$ cat src/rtdsu_pkg.sv
package rtdsu_pkg;

	// Default number of task slots.
	localparam int TASK_SLOTS_DEF = 16;

	// Largest prescaler divisor that is honoured.
	localparam int DIV_MAX = 1024;

	// Widths fixed by the interface.
	localparam int DIV_W   = 11;
	localparam int PRESC_W = 10;
	localparam int INDEX_W = 4;
	localparam int DELAY_W = 32;
	localparam int PRIO_W  = 8;
	localparam int SLICE_W = 16;
	localparam int MODE_W  = 2;
	localparam int EVENT_W = 2;

	typedef enum logic [MODE_W-1:0] {
		MODE_PULSE  = 2'd0,
		MODE_DELAY  = 2'd1,
		MODE_CANCEL = 2'd2,
		MODE_SLICE  = 2'd3
	} mode_t;

	typedef enum logic [EVENT_W-1:0] {
		EV_DONE   = 2'd0,
		EV_WOKEN  = 2'd1,
		EV_SWITCH = 2'd2
	} event_t;

endpackage

$ cat src/rtdsu_delay_ram.sv
module rtdsu_delay_ram #(
	parameter int TASK_SLOTS = rtdsu_pkg::TASK_SLOTS_DEF,
	parameter int SLOT_W     = $clog2(TASK_SLOTS)
) (
	input  logic                         clk,
	input  logic                         wr_en,
	input  logic [SLOT_W-1:0]            wr_addr,
	input  logic [rtdsu_pkg::DELAY_W-1:0] wr_delay,
	input  logic [rtdsu_pkg::PRIO_W-1:0]  wr_prio,
	input  logic [SLOT_W-1:0]            rd_addr,
	output logic [rtdsu_pkg::DELAY_W-1:0] rd_delay,
	output logic [rtdsu_pkg::PRIO_W-1:0]  rd_prio
);
	import rtdsu_pkg::*;

	// Remaining delay and stored priority of every slot, one word per slot.
	logic [DELAY_W-1:0] delay_mem [TASK_SLOTS];
	logic [PRIO_W-1:0]  prio_mem  [TASK_SLOTS];

	always_ff @(posedge clk) begin
		if (wr_en) begin
			delay_mem[wr_addr] <= wr_delay;
			prio_mem[wr_addr]  <= wr_prio;
		end
		rd_delay <= delay_mem[rd_addr];
		rd_prio  <= prio_mem[rd_addr];
	end

endmodule

$ cat src/rtos_tick_delay_and_slice_unit.sv
// Kernel tick unit: prescaler, running-task time slice and per-slot task delays.
//
// Commands are issued on start together with mode and its operand fields; a
// transaction is taken at a rising edge with start high and busy low. Modes are
// a clock pulse, start of a task delay, cancel of a task delay and a load of the
// time slice. The divisor tick_divide is written through the cfg channel, which
// accepts a write whenever the unit is idle.
//
// Every command returns results on result_valid, one per cycle, each present for
// exactly one cycle; the receiver cannot hold them off. The final result of a
// command has event_kind done and last set. A clock pulse that passes the
// prescaler first may report one slice-expired switch request and then one woken
// report per slot whose delay runs out, in ascending slot order.
//
// A delay, cancel or slice command, or a pulse swallowed by the prescaler, passes
// through the decode and finish states. A processed tick adds the slot sweep
// between them: one delay memory read port and one write port serve one slot per
// cycle through a single shared decrement-and-compare unit.
// Reset clears all delays, the slice, the prescaler and sets the divisor to 1.
module rtos_tick_delay_and_slice_unit #(
	parameter int TASK_SLOTS = rtdsu_pkg::TASK_SLOTS_DEF
) (
	input  logic                          clk,
	input  logic                          arst_n,
	input  logic                          start,
	output logic                          busy,
	input  logic [rtdsu_pkg::MODE_W-1:0]  mode,
	input  logic [rtdsu_pkg::INDEX_W-1:0] task_index,
	input  logic [rtdsu_pkg::DELAY_W-1:0] delay_ticks,
	input  logic [rtdsu_pkg::PRIO_W-1:0]  task_priority,
	input  logic [rtdsu_pkg::SLICE_W-1:0] slice_ticks,
	input  logic                          switch_ready,
	input  logic                          in_interrupt,
	input  logic [rtdsu_pkg::PRIO_W-1:0]  running_priority,
	input  logic                          cfg_valid,
	output logic                          cfg_ready,
	input  logic [rtdsu_pkg::DIV_W-1:0]   cfg_data,
	output logic                          result_valid,
	output logic [rtdsu_pkg::EVENT_W-1:0] event_kind,
	output logic [rtdsu_pkg::INDEX_W-1:0] woken_task,
	output logic                          preempt,
	output logic                          last
);
	import rtdsu_pkg::*;

	localparam int SLOT_W = $clog2(TASK_SLOTS);
	localparam int CNT_W  = SLOT_W + 1;

	typedef logic [SLOT_W-1:0] slot_t;
	typedef logic [CNT_W-1:0]  cnt_t;

	typedef enum logic [2:0] {
		ST_IDLE,
		ST_DECODE,
		ST_SWEEP,
		ST_FINISH
	} state_t;

	state_t              state_q;
	logic [DIV_W-1:0]    tick_divide_q;
	logic [PRESC_W-1:0]  prescale_q;
	logic [SLICE_W-1:0]  slice_q;
	logic [TASK_SLOTS-1:0] delayed_q;

	// Captured command fields.
	mode_t               mode_q;
	logic [INDEX_W-1:0]  index_q;
	logic [DELAY_W-1:0]  delay_q;
	logic [PRIO_W-1:0]   prio_q;
	logic [SLICE_W-1:0]  slice_ld_q;
	logic                ready_q;
	logic                irq_q;
	logic [PRIO_W-1:0]   run_prio_q;

	// Sweep: read issue counter and the stage that holds the read data.
	cnt_t                cnt_q;
	logic                vld_s1;
	slot_t               idx_s1;

	// Registered results.
	logic                res_valid_q;
	event_t              event_q;
	logic [INDEX_W-1:0]  woken_q;
	logic                preempt_q;
	logic                last_q;

	logic                accept;
	logic [DIV_W-1:0]    div_eff;
	logic [DIV_W-1:0]    presc_next;
	logic                tick;
	logic                in_range;
	slot_t               cmd_slot;
	slot_t               cnt_slot;
	logic                issue;
	logic                sweep_end;
	logic [DELAY_W-1:0]  rd_delay;
	logic [PRIO_W-1:0]   rd_prio;
	logic [DELAY_W-1:0]  dec;
	logic                dec_zero;
	logic                ram_we;
	slot_t               ram_waddr;
	logic [DELAY_W-1:0]  ram_wdelay;
	logic [PRIO_W-1:0]   ram_wprio;

	assign busy      = (state_q != ST_IDLE);
	assign cfg_ready = !busy;
	assign accept    = start && !busy;

	// Divisor clamped to the range one to DIV_MAX.
	always_comb begin
		priority if (tick_divide_q == '0) begin
			div_eff = DIV_W'(1);
		end else if (tick_divide_q > DIV_W'(DIV_MAX)) begin
			div_eff = DIV_W'(DIV_MAX);
		end else begin
			div_eff = tick_divide_q;
		end
	end

	assign presc_next = {1'b0, prescale_q} + DIV_W'(1);
	assign tick       = (presc_next >= div_eff);

	assign in_range  = (32'(index_q) < TASK_SLOTS);
	assign cmd_slot  = slot_t'(index_q);
	assign cnt_slot  = cnt_q[SLOT_W-1:0];
	assign sweep_end = (cnt_q == cnt_t'(TASK_SLOTS));
	assign issue     = (state_q == ST_SWEEP) && !sweep_end && delayed_q[cnt_slot];

	// The one shared decrement-and-compare unit of the sweep.
	assign dec      = rd_delay - DELAY_W'(1);
	assign dec_zero = (dec == '0);

	always_comb begin
		if (vld_s1) begin
			ram_we     = 1'b1;
			ram_waddr  = idx_s1;
			ram_wdelay = dec;
			ram_wprio  = rd_prio;
		end else begin
			ram_we     = (state_q == ST_DECODE) && (mode_q == MODE_DELAY) && in_range;
			ram_waddr  = cmd_slot;
			ram_wdelay = delay_q;
			ram_wprio  = prio_q;
		end
	end

	rtdsu_delay_ram #(
		.TASK_SLOTS(TASK_SLOTS),
		.SLOT_W    (SLOT_W)
	) u_ram (
		.clk     (clk),
		.wr_en   (ram_we),
		.wr_addr (ram_waddr),
		.wr_delay(ram_wdelay),
		.wr_prio (ram_wprio),
		.rd_addr (cnt_slot),
		.rd_delay(rd_delay),
		.rd_prio (rd_prio)
	);

	// Command fields are held for the whole transaction.
	always_ff @(posedge clk) begin
		if (accept) begin
			mode_q     <= mode_t'(mode);
			index_q    <= task_index;
			delay_q    <= delay_ticks;
			prio_q     <= task_priority;
			slice_ld_q <= slice_ticks;
			ready_q    <= switch_ready;
			irq_q      <= in_interrupt;
			run_prio_q <= running_priority;
		end
	end

	always_ff @(posedge clk or negedge arst_n) begin
		if (!arst_n) begin
			state_q       <= ST_IDLE;
			tick_divide_q <= DIV_W'(1);
			prescale_q    <= '0;
			slice_q       <= '0;
			delayed_q     <= '0;
			cnt_q         <= '0;
			vld_s1        <= 1'b0;
			idx_s1        <= '0;
			res_valid_q   <= 1'b0;
			event_q       <= EV_DONE;
			woken_q       <= '0;
			preempt_q     <= 1'b0;
			last_q        <= 1'b0;
		end else begin
			res_valid_q <= 1'b0;
			event_q     <= EV_DONE;
			woken_q     <= '0;
			preempt_q   <= 1'b0;
			last_q      <= 1'b0;
			vld_s1      <= issue;
			idx_s1      <= cnt_slot;

			if (cfg_valid && cfg_ready) begin
				tick_divide_q <= cfg_data;
			end

			// A slot whose delay runs out is cleared and reported.
			if (vld_s1 && dec_zero) begin
				delayed_q[idx_s1] <= 1'b0;
				res_valid_q       <= 1'b1;
				event_q           <= EV_WOKEN;
				woken_q           <= INDEX_W'(idx_s1);
				preempt_q         <= ready_q && (rd_prio < run_prio_q);
			end

			unique case (state_q)
				ST_IDLE: begin
					if (accept) begin
						state_q <= ST_DECODE;
					end
				end
				ST_DECODE: begin
					state_q <= ST_FINISH;
					cnt_q   <= '0;
					unique case (mode_q)
						MODE_PULSE: begin
							if (tick) begin
								prescale_q <= '0;
								state_q    <= ST_SWEEP;
								if (slice_q != '0 && ready_q && !irq_q) begin
									slice_q <= slice_q - SLICE_W'(1);
									if (slice_q == SLICE_W'(1)) begin
										res_valid_q <= 1'b1;
										event_q     <= EV_SWITCH;
									end
								end
							end else begin
								prescale_q <= presc_next[PRESC_W-1:0];
							end
						end
						MODE_DELAY: begin
							if (in_range) begin
								delayed_q[cmd_slot] <= (delay_q != '0);
							end
						end
						MODE_CANCEL: begin
							if (in_range) begin
								delayed_q[cmd_slot] <= 1'b0;
							end
						end
						MODE_SLICE: begin
							slice_q <= slice_ld_q;
						end
						default: begin
							state_q <= ST_FINISH;
						end
					endcase
				end
				ST_SWEEP: begin
					if (!sweep_end) begin
						cnt_q <= cnt_q + cnt_t'(1);
					end else if (!vld_s1) begin
						state_q <= ST_FINISH;
					end
				end
				ST_FINISH: begin
					state_q     <= ST_IDLE;
					res_valid_q <= 1'b1;
					event_q     <= EV_DONE;
					last_q      <= 1'b1;
				end
				default: begin
					state_q <= ST_IDLE;
				end
			endcase
		end
	end

	assign result_valid = res_valid_q;
	assign event_kind   = event_q;
	assign woken_task   = woken_q;
	assign preempt      = preempt_q;
	assign last         = last_q;

endmodule

$ cat config.mk
export PLATFORM = sky130hd
export DESIGN_NAME = rtos_tick_delay_and_slice_unit
export DESIGN_NICKNAME = d
export VERILOG_FILES = /design/src/rtdsu_pkg.sv /design/src/rtdsu_delay_ram.sv /design/src/rtos_tick_delay_and_slice_unit.sv
export SDC_FILE = /design/constraint.sdc
export NUM_CORES = 1
export LEC_CHECK = 0
export BUFFER_PORTS_ARGS = -buffer_cell sky130_fd_sc_hd__clkbuf_2
export CAP_MARGIN = 20
export CELL_PAD_IN_SITES_DETAIL_PLACEMENT = 0
export CELL_PAD_IN_SITES_GLOBAL_PLACEMENT = 1
export CORE_ASPECT_RATIO = 0.7
export CORE_MARGIN = 1
export CORE_UTILIZATION = 54
export CTS_CLUSTER_SIZE = 28
export DETAILED_ROUTE_END_ITERATION = 16
export PLACE_DENSITY_LB_ADDON = 0.25
export SKIP_CTS_REPAIR_TIMING = 1
export SYNTH_ARGS = -nofsm -noshare
export SYNTH_HDL_FRONTEND = slang
export SYNTH_SLANG_ARGS = --single-unit
$ cat constraint.sdc
create_clock -name clk -period 4 [get_ports clk]
set_input_delay 0.4 -clock clk [delete_from_list [all_inputs] [get_ports clk]]
set_output_delay 0.4 -clock clk [all_outputs]
set_load 0.1 [all_outputs]
; Yosys cells after proc, flatten, opt, wreduce, memory -nomap -nowiden
; Memory sizes are Yosys's and may differ from the RTL's. A register that Yosys moved wholly into a read port is not among the register bits.
; Cells that the tools add are included.
[op_classes]
n_bitwise = 4
muxes = 45
eq_ne = 14
order_cmp = 8
reduce_logical = 27
add_sub_neg = 4
[ops]
columns = cell, count
row1 = $mux W16, 4
row2 = $pmux W16 S2, 2
row3 = $and A16 B16 Y16, 2
row4 = $logic_not A32 Y1, 1
row5 = $mux W32, 1
row6 = $not A16 Y16, 2
row7 = $reduce_bool A32 Y1, 1
row8 = $sub A32 B1 Y32 const B, 1
row9 = $mux W11, 2
row10 = $bwmux W16, 1
row11 = $eq A16 B1 Y1 const B, 1
row12 = $mux W1, 16
row13 = $reduce_bool A16 Y1, 1
row14 = $sub A16 B1 Y16 const B, 1
row15 = $lt A4 B5 Y1 const B, 3
row16 = $ne A2 B2 Y1 const B, 6
row17 = $add A10 B1 Y11 const B, 1
row18 = $ge A11 B11 Y1, 1
row19 = $gt A11 B11 Y1 const B, 1
row20 = $logic_and A1 B1 Y1, 11
row21 = $logic_not A11 Y1, 1
row22 = $mux W10, 1
row23 = $pmux W5 S2, 1
row24 = $mux W3, 3
row25 = other kinds (25), 37
[totals]
inputBits = 87
n_memories = 2
out_inout_bits = 11
ramBits = 640
ff_bits = 147
wordCells = 125
[mem_list]
columns = memory, depth, word_bits, read_ports, rd_clocked_by_memory_dff, write_ports, line
row1 = u_ram.delay_mem, 16, 32, 1, 1, 1, rtdsu_delay_ram.sv:17  ; logic [DELAY_W-1:0] delay_mem [TASK_SLOTS];
row2 = u_ram.prio_mem, 16, 8, 1, 1, 1, rtdsu_delay_ram.sv:18  ; logic [PRIO_W-1:0] prio_mem [TASK_SLOTS];

; Longest topological paths before layout
[depth]
ltp_word = 10
ltp_mapped = 13
mapped_depth_nobuf = 11

; By module
; From an unflattened synthesis, not the netlist that was laid out.
[unflattened]
cells_unflattened = 1813
area_unflattened_um2 = 33083.0
[by_module_without_submodules]
columns = module, seq_area_each_um2, n_inst, cells_each, area_each_um2
row1 = rtdsu_delay_ram, 20019.2, 1, 1040, 25130.4
row2 = rtos_tick_delay_and_slice_unit, 4015.1, 1, 773, 7952.6

; Worst setup path after synthesis
; No wires, ideal clock.
[synth_timing]
kind = register -> register
startpoint = register prescale_q[0]
endpoint = register slice_q[10]
path_buffers = 2
period_less_slack_ps = 3605
path_stages_with_launch = 13
path_slack_ps = 395
arrival_ps = 3471
required_time_ps = 3865
setup_ps = 135
path_cell_list = dfrtp_1 -> ha_1 -> nand3_1 -> or2_2 -> clkbuf_1 -> xnor2_1 -> ha_1 -> a2111oi_0 -> o21ai_0 -> a221oi_1 -> o21a_1 -> clkbuf_1 -> o22ai_1
[synth_between]
elab_chain_cells = 4
[synth_rtl]
columns = element, line
row1 = "start, declared", rtos_tick_delay_and_slice_unit.sv:61  ; logic [PRESC_W-1:0] prescale_q;
row2 = "start signal, assigned", rtos_tick_delay_and_slice_unit.sv:234  ; prescale_q <= presc_next[PRESC_W-1:0];
row3 = $add A10 B1 Y11, rtos_tick_delay_and_slice_unit.sv:120  ; assign presc_next = {1'b0, prescale_q} + DIV_W'(1);
row4 = $ge A11 B11 Y1, rtos_tick_delay_and_slice_unit.sv:121  ; assign tick = (presc_next >= div_eff);
row5 = $ne A2 B2 Y1 (no source line), -
row6 = $reduce_and A4 Y1 (no source line), -
row7 = "end signal, assigned", rtos_tick_delay_and_slice_unit.sv:227  ; slice_q <= slice_q - SLICE_W'(1);
row8 = "end signal, assigned", rtos_tick_delay_and_slice_unit.sv:248  ; slice_q <= slice_ld_q;
row9 = "end, declared", rtos_tick_delay_and_slice_unit.sv:62  ; logic [SLICE_W-1:0] slice_q;
; No other way between the ends.
; A chain may end at the register's enable or synchronous reset.

; Final worst setup path
[layout_timing]
startpoint = register u_ram.rd_delay[0] (netlist name) (read register of u_ram.delay_mem)
endpoint = memory u_ram.delay_mem[9][27] (data pin)
[layout_between]
elab_chain_cells = 2
[layout_rtl]
columns = element, line
row1 = "start, declared", rtdsu_delay_ram.sv:11  ; output logic [rtdsu_pkg::DELAY_W-1:0] rd_delay,
row2 = $sub A32 B1 Y32, rtos_tick_delay_and_slice_unit.sv:130  ; assign dec = rd_delay - DELAY_W'(1);
row3 = $mux W32, rtos_tick_delay_and_slice_unit.sv:134  ; if (vld_s1) begin
row4 = named net ram_wdelay[27], rtos_tick_delay_and_slice_unit.sv:102  ; logic [DELAY_W-1:0] ram_wdelay;
row5 = "end, declared", rtdsu_delay_ram.sv:17
; The timed path passes the listed nets, and every way through them passes these cells.

==> flow_summary.yaml <==
outcome:
  status: "completed"
clock_tree:
  cts.sinks: 826
  clk_latency_ns: 0.63
  root_buffer: "clkbuf_16"
  path_clk_slew_ns: 0.07
  cts_tree: "yes"
  clockBufferDepth: 3
  cts_buffers: 77
  htree_levels: 3
sta:
  drv_slew: 0
  rsz0062_at_grt: "no"
  setup_violations: 0
  clock.fmax_mhz: 276.8
  fin_tns_setup_ns: 0
  tightestPinTransition_ns: 1.132
  whs_ns: 0.01267
  finalHoldViolCount: 0
  post-route-period-util_pct: 90.33
  slew_headroom_pct: 24.15
  fin_crit_ns: 3.613
  fin_worst_skew_ns: 0.02072
finish:
  most-common-layout-cells: "712 x edfxtp_1, 205 x mux4_2, 96 x clkbuf_2"
  nNetsFinal: 2111
  n_antenna_cell: 0
  syn_to_final_growth_pct: 16.09
  drive_gt1_share_pct: 25.80
  layout_commonest_cell: "edfxtp_1"
synthesis:
  synth_compound_area_share_pct: 2.894
  synth_top_family_by_area: "multiplexers"
  synth.area.mux_share_pct: 15.06
  ys.flop_type: "edfxtp_1"
  synth.area.top_cells: "edfxtp_1 65%, mux4_2 14%, dfrtp_1 5.5%"
  yosys.area_share.simple_pct: 5.602
  yosysWarningCount: 0
  synthXorXnorAreaFrac_pct: 1.009
  syn_area_per_cell_um2: 18.71
  synth_seq_cells: 826
  yosys.cell_types.count: 68
  synth_nets: 1883
  yosysSeqAreaShare_pct: 72.85
  synth_top_area_share_pct: 64.81
  synth_edf_count: 712
  syn_inst: 1763
  syn_area_mm2: 0.03299
  ys_async_sr_fraction_pct: 8.959
  synth_fa_ha_area_share_pct: 1.252
  yosys.area.top_type: "edfxtp_1"
floorplan:
  die_w_um: 297.4
  placementRows: 75
  die-area_mm2: 0.06210
  core_area_mm2: 0.06015
  die_y_um: 208.8
  pin_count: 98
  initial_utilization_pct: 54.85
power_and_ir_drop:
  powerDensity_mw_per_mm2: 647.9
  p_leak_nw: 12.59
  vdd_ir_drop_max_uv: 366.4
worst_setup_path:
  timing.rr.end: "u_ram.delay_mem[9][27]$_DFFE_PP_"
  end_kind: "flop"
  cp.arrival_ns: 3.90
  timing.critical_path.fanout_max: 16
  crit_required_ns: 4.29
  r2r_start: "u_ram.rd_delay[0]$_DFF_P_"
  cp-start-kind: "flop"
  r2r_setup_slack_ns: 0.39
  r2r_cells: 6
  crit_type: "flop to flop"
hold_path:
  hp-class: "input port to flop"
  hold_start: "cfg_data[10]"
  hold_end: "tick_divide_q[10]$_DFFE_PN0P_"
  hold_depth: 2
run:
  drv_cap: 0
routing:
  drt-total-wl_mm: 75.82
  antenna_left: 0
  routed_via_density: 6.125
  drcViolationCount: 0
  first_iter_violations: 1754
  num_vias: 17530
  firstDrtPassIters: 5
  wl_per_cell_um: 26.49
global_routing:
  grt-ovfl-total: 0
  gr-usage-all-layers_pct: 24.66
  grt_max_degree: 73
  grt_pass1_vias: 17590
  grt_pass1_wl_mm: 112.5
  antenna_found_initial: 1
placed_design:
  gp_congestion: 0.8617
  port_buffers: 97
  dp_hpwl_mm: 41.18
-- power breakdown --
part	internal (mW)	switching (mW)	leakage (nW)
Combinational	2.84	3.19	3.64
Sequential	10.4	0.965	7.73
Clock	4.25	3.15	1.23
Total	17.5	7.30	12.6
-- Yosys cell counts (8+ instances only) --
| cell | n |
|---|---|
| ha_1 | 33 |
| o21ai_0 | 27 |
| nand2_1 | 85 |
| edfxtp_1 | 712 |
| dfrtp_1 | 73 |
| buf_1 | 13 |
| nor2b_1 | 14 |
| clkbuf_1 | 64 |
| nor3_1 | 39 |
| mux4_2 | 205 |
| nand3_1 | 24 |
| xnor2_1 | 26 |
| o22ai_1 | 13 |
| mux2_2 | 24 |
| inv_1 | 29 |
| mux2i_1 | 8 |
| nand2b_1 | 12 |
| dfxtp_1 | 40 |
| a31oi_1 | 18 |
| nor4_1 | 33 |
| nor2_1 | 101 |
| xor2_1 | 12 |
| a21oi_1 | 60 |
-- cell families (layout without fill, tap and decap cells) --
family,count (synthesis),in the layout
flip-flops,826,826
buffers and inverters,111,402
AO/OA/AOI/OAI,154,154
multiplexers,237,237
XOR/XNOR,38,38
adder cells (fa/ha/maj),33,33
AND/OR/NAND/NOR,364,364
-- registers in the layout (all words and copies together) (netlist names), 5 cells and up --
register / count
slice_ld_q: 16
prescale_q: 10
prio_q: 8
cnt_q: 5
u_ram.prio_mem: 128
u_ram.rd_delay: 32
delay_q: 32
run_prio_q: 8
u_ram.rd_prio: 8
u_ram.delay_mem: 512
delayed_q: 16
slice_q: 16
tick_divide_q: 11
-- stage by stage --
step                      instances  setup slack [ns]  util [%]  area [um2]  power (mW)
final                          2862            0.3869     63.67       38300       24.81
after global routing           2862          0.005772     63.67       38300       25.83
after detailed placement       2632            0.4286     57.99       34880       17.46
after CTS                      2774            0.4143     62.18       37400       24.85
after floorplan                1763            0.3945         -       32990       15.52
after global placement         2632            0.6555     57.99       34880       17.33
-- area by class of cell --
class | count | area (um2)
clock buffer | 101 | 2068
clock inverter | 41 | 456.7
fill | 4151 | 21850
inverter | 30 | 112.6
multi-input combinational | 826 | 8645
sequential | 826 | 24050
tap | 808 | 1011
timing repair buffer | 230 | 1954
-- how the worst max path moves through the flow --
stage / start / slack [ns] / to
floorplan: prescale_q[0]$_DFFE_PN0P_ / 0.39 / slice_q[10]$_DFFE_PN0P_
global placement: u_ram.rd_delay[0]$_DFF_P_ / 0.66 / u_ram.delay_mem[6][27]$_DFFE_PP_
detailed placement: prescale_q[0]$_DFFE_PN0P_ / 0.43 / slice_q[1]$_DFFE_PN0P_
CTS: prescale_q[0]$_DFFE_PN0P_ / 0.41 / slice_q[1]$_DFFE_PN0P_
global route: u_ram.rd_delay[0]$_DFF_P_ / 0.006 / u_ram.delay_mem[7][31]$_DFFE_PP_
finish: u_ram.rd_delay[0]$_DFF_P_ / 0.39 / u_ram.delay_mem[9][27]$_DFFE_PP_
-- layer usage --
layer  up-vias  global-route usage (%)  wire length (um)
li1       7593                       -                 -
met1      9220                   37.10             33460
met2       621                   37.91             35990
met3        96                   4.492              5092
met4         0                   5.937              1279
met5         -                       0                 0
-- worst max-delay path: stages, from the launching register on --
cell and delay, ns:
dfxtp_1 0.37, nor4_2 0.66, nand4b_1 0.35, or3_1 0.59
nor4_1 0.44, xnor2_1 0.12, a21oi_1 0.76
(Power assumes the default switching activity.)
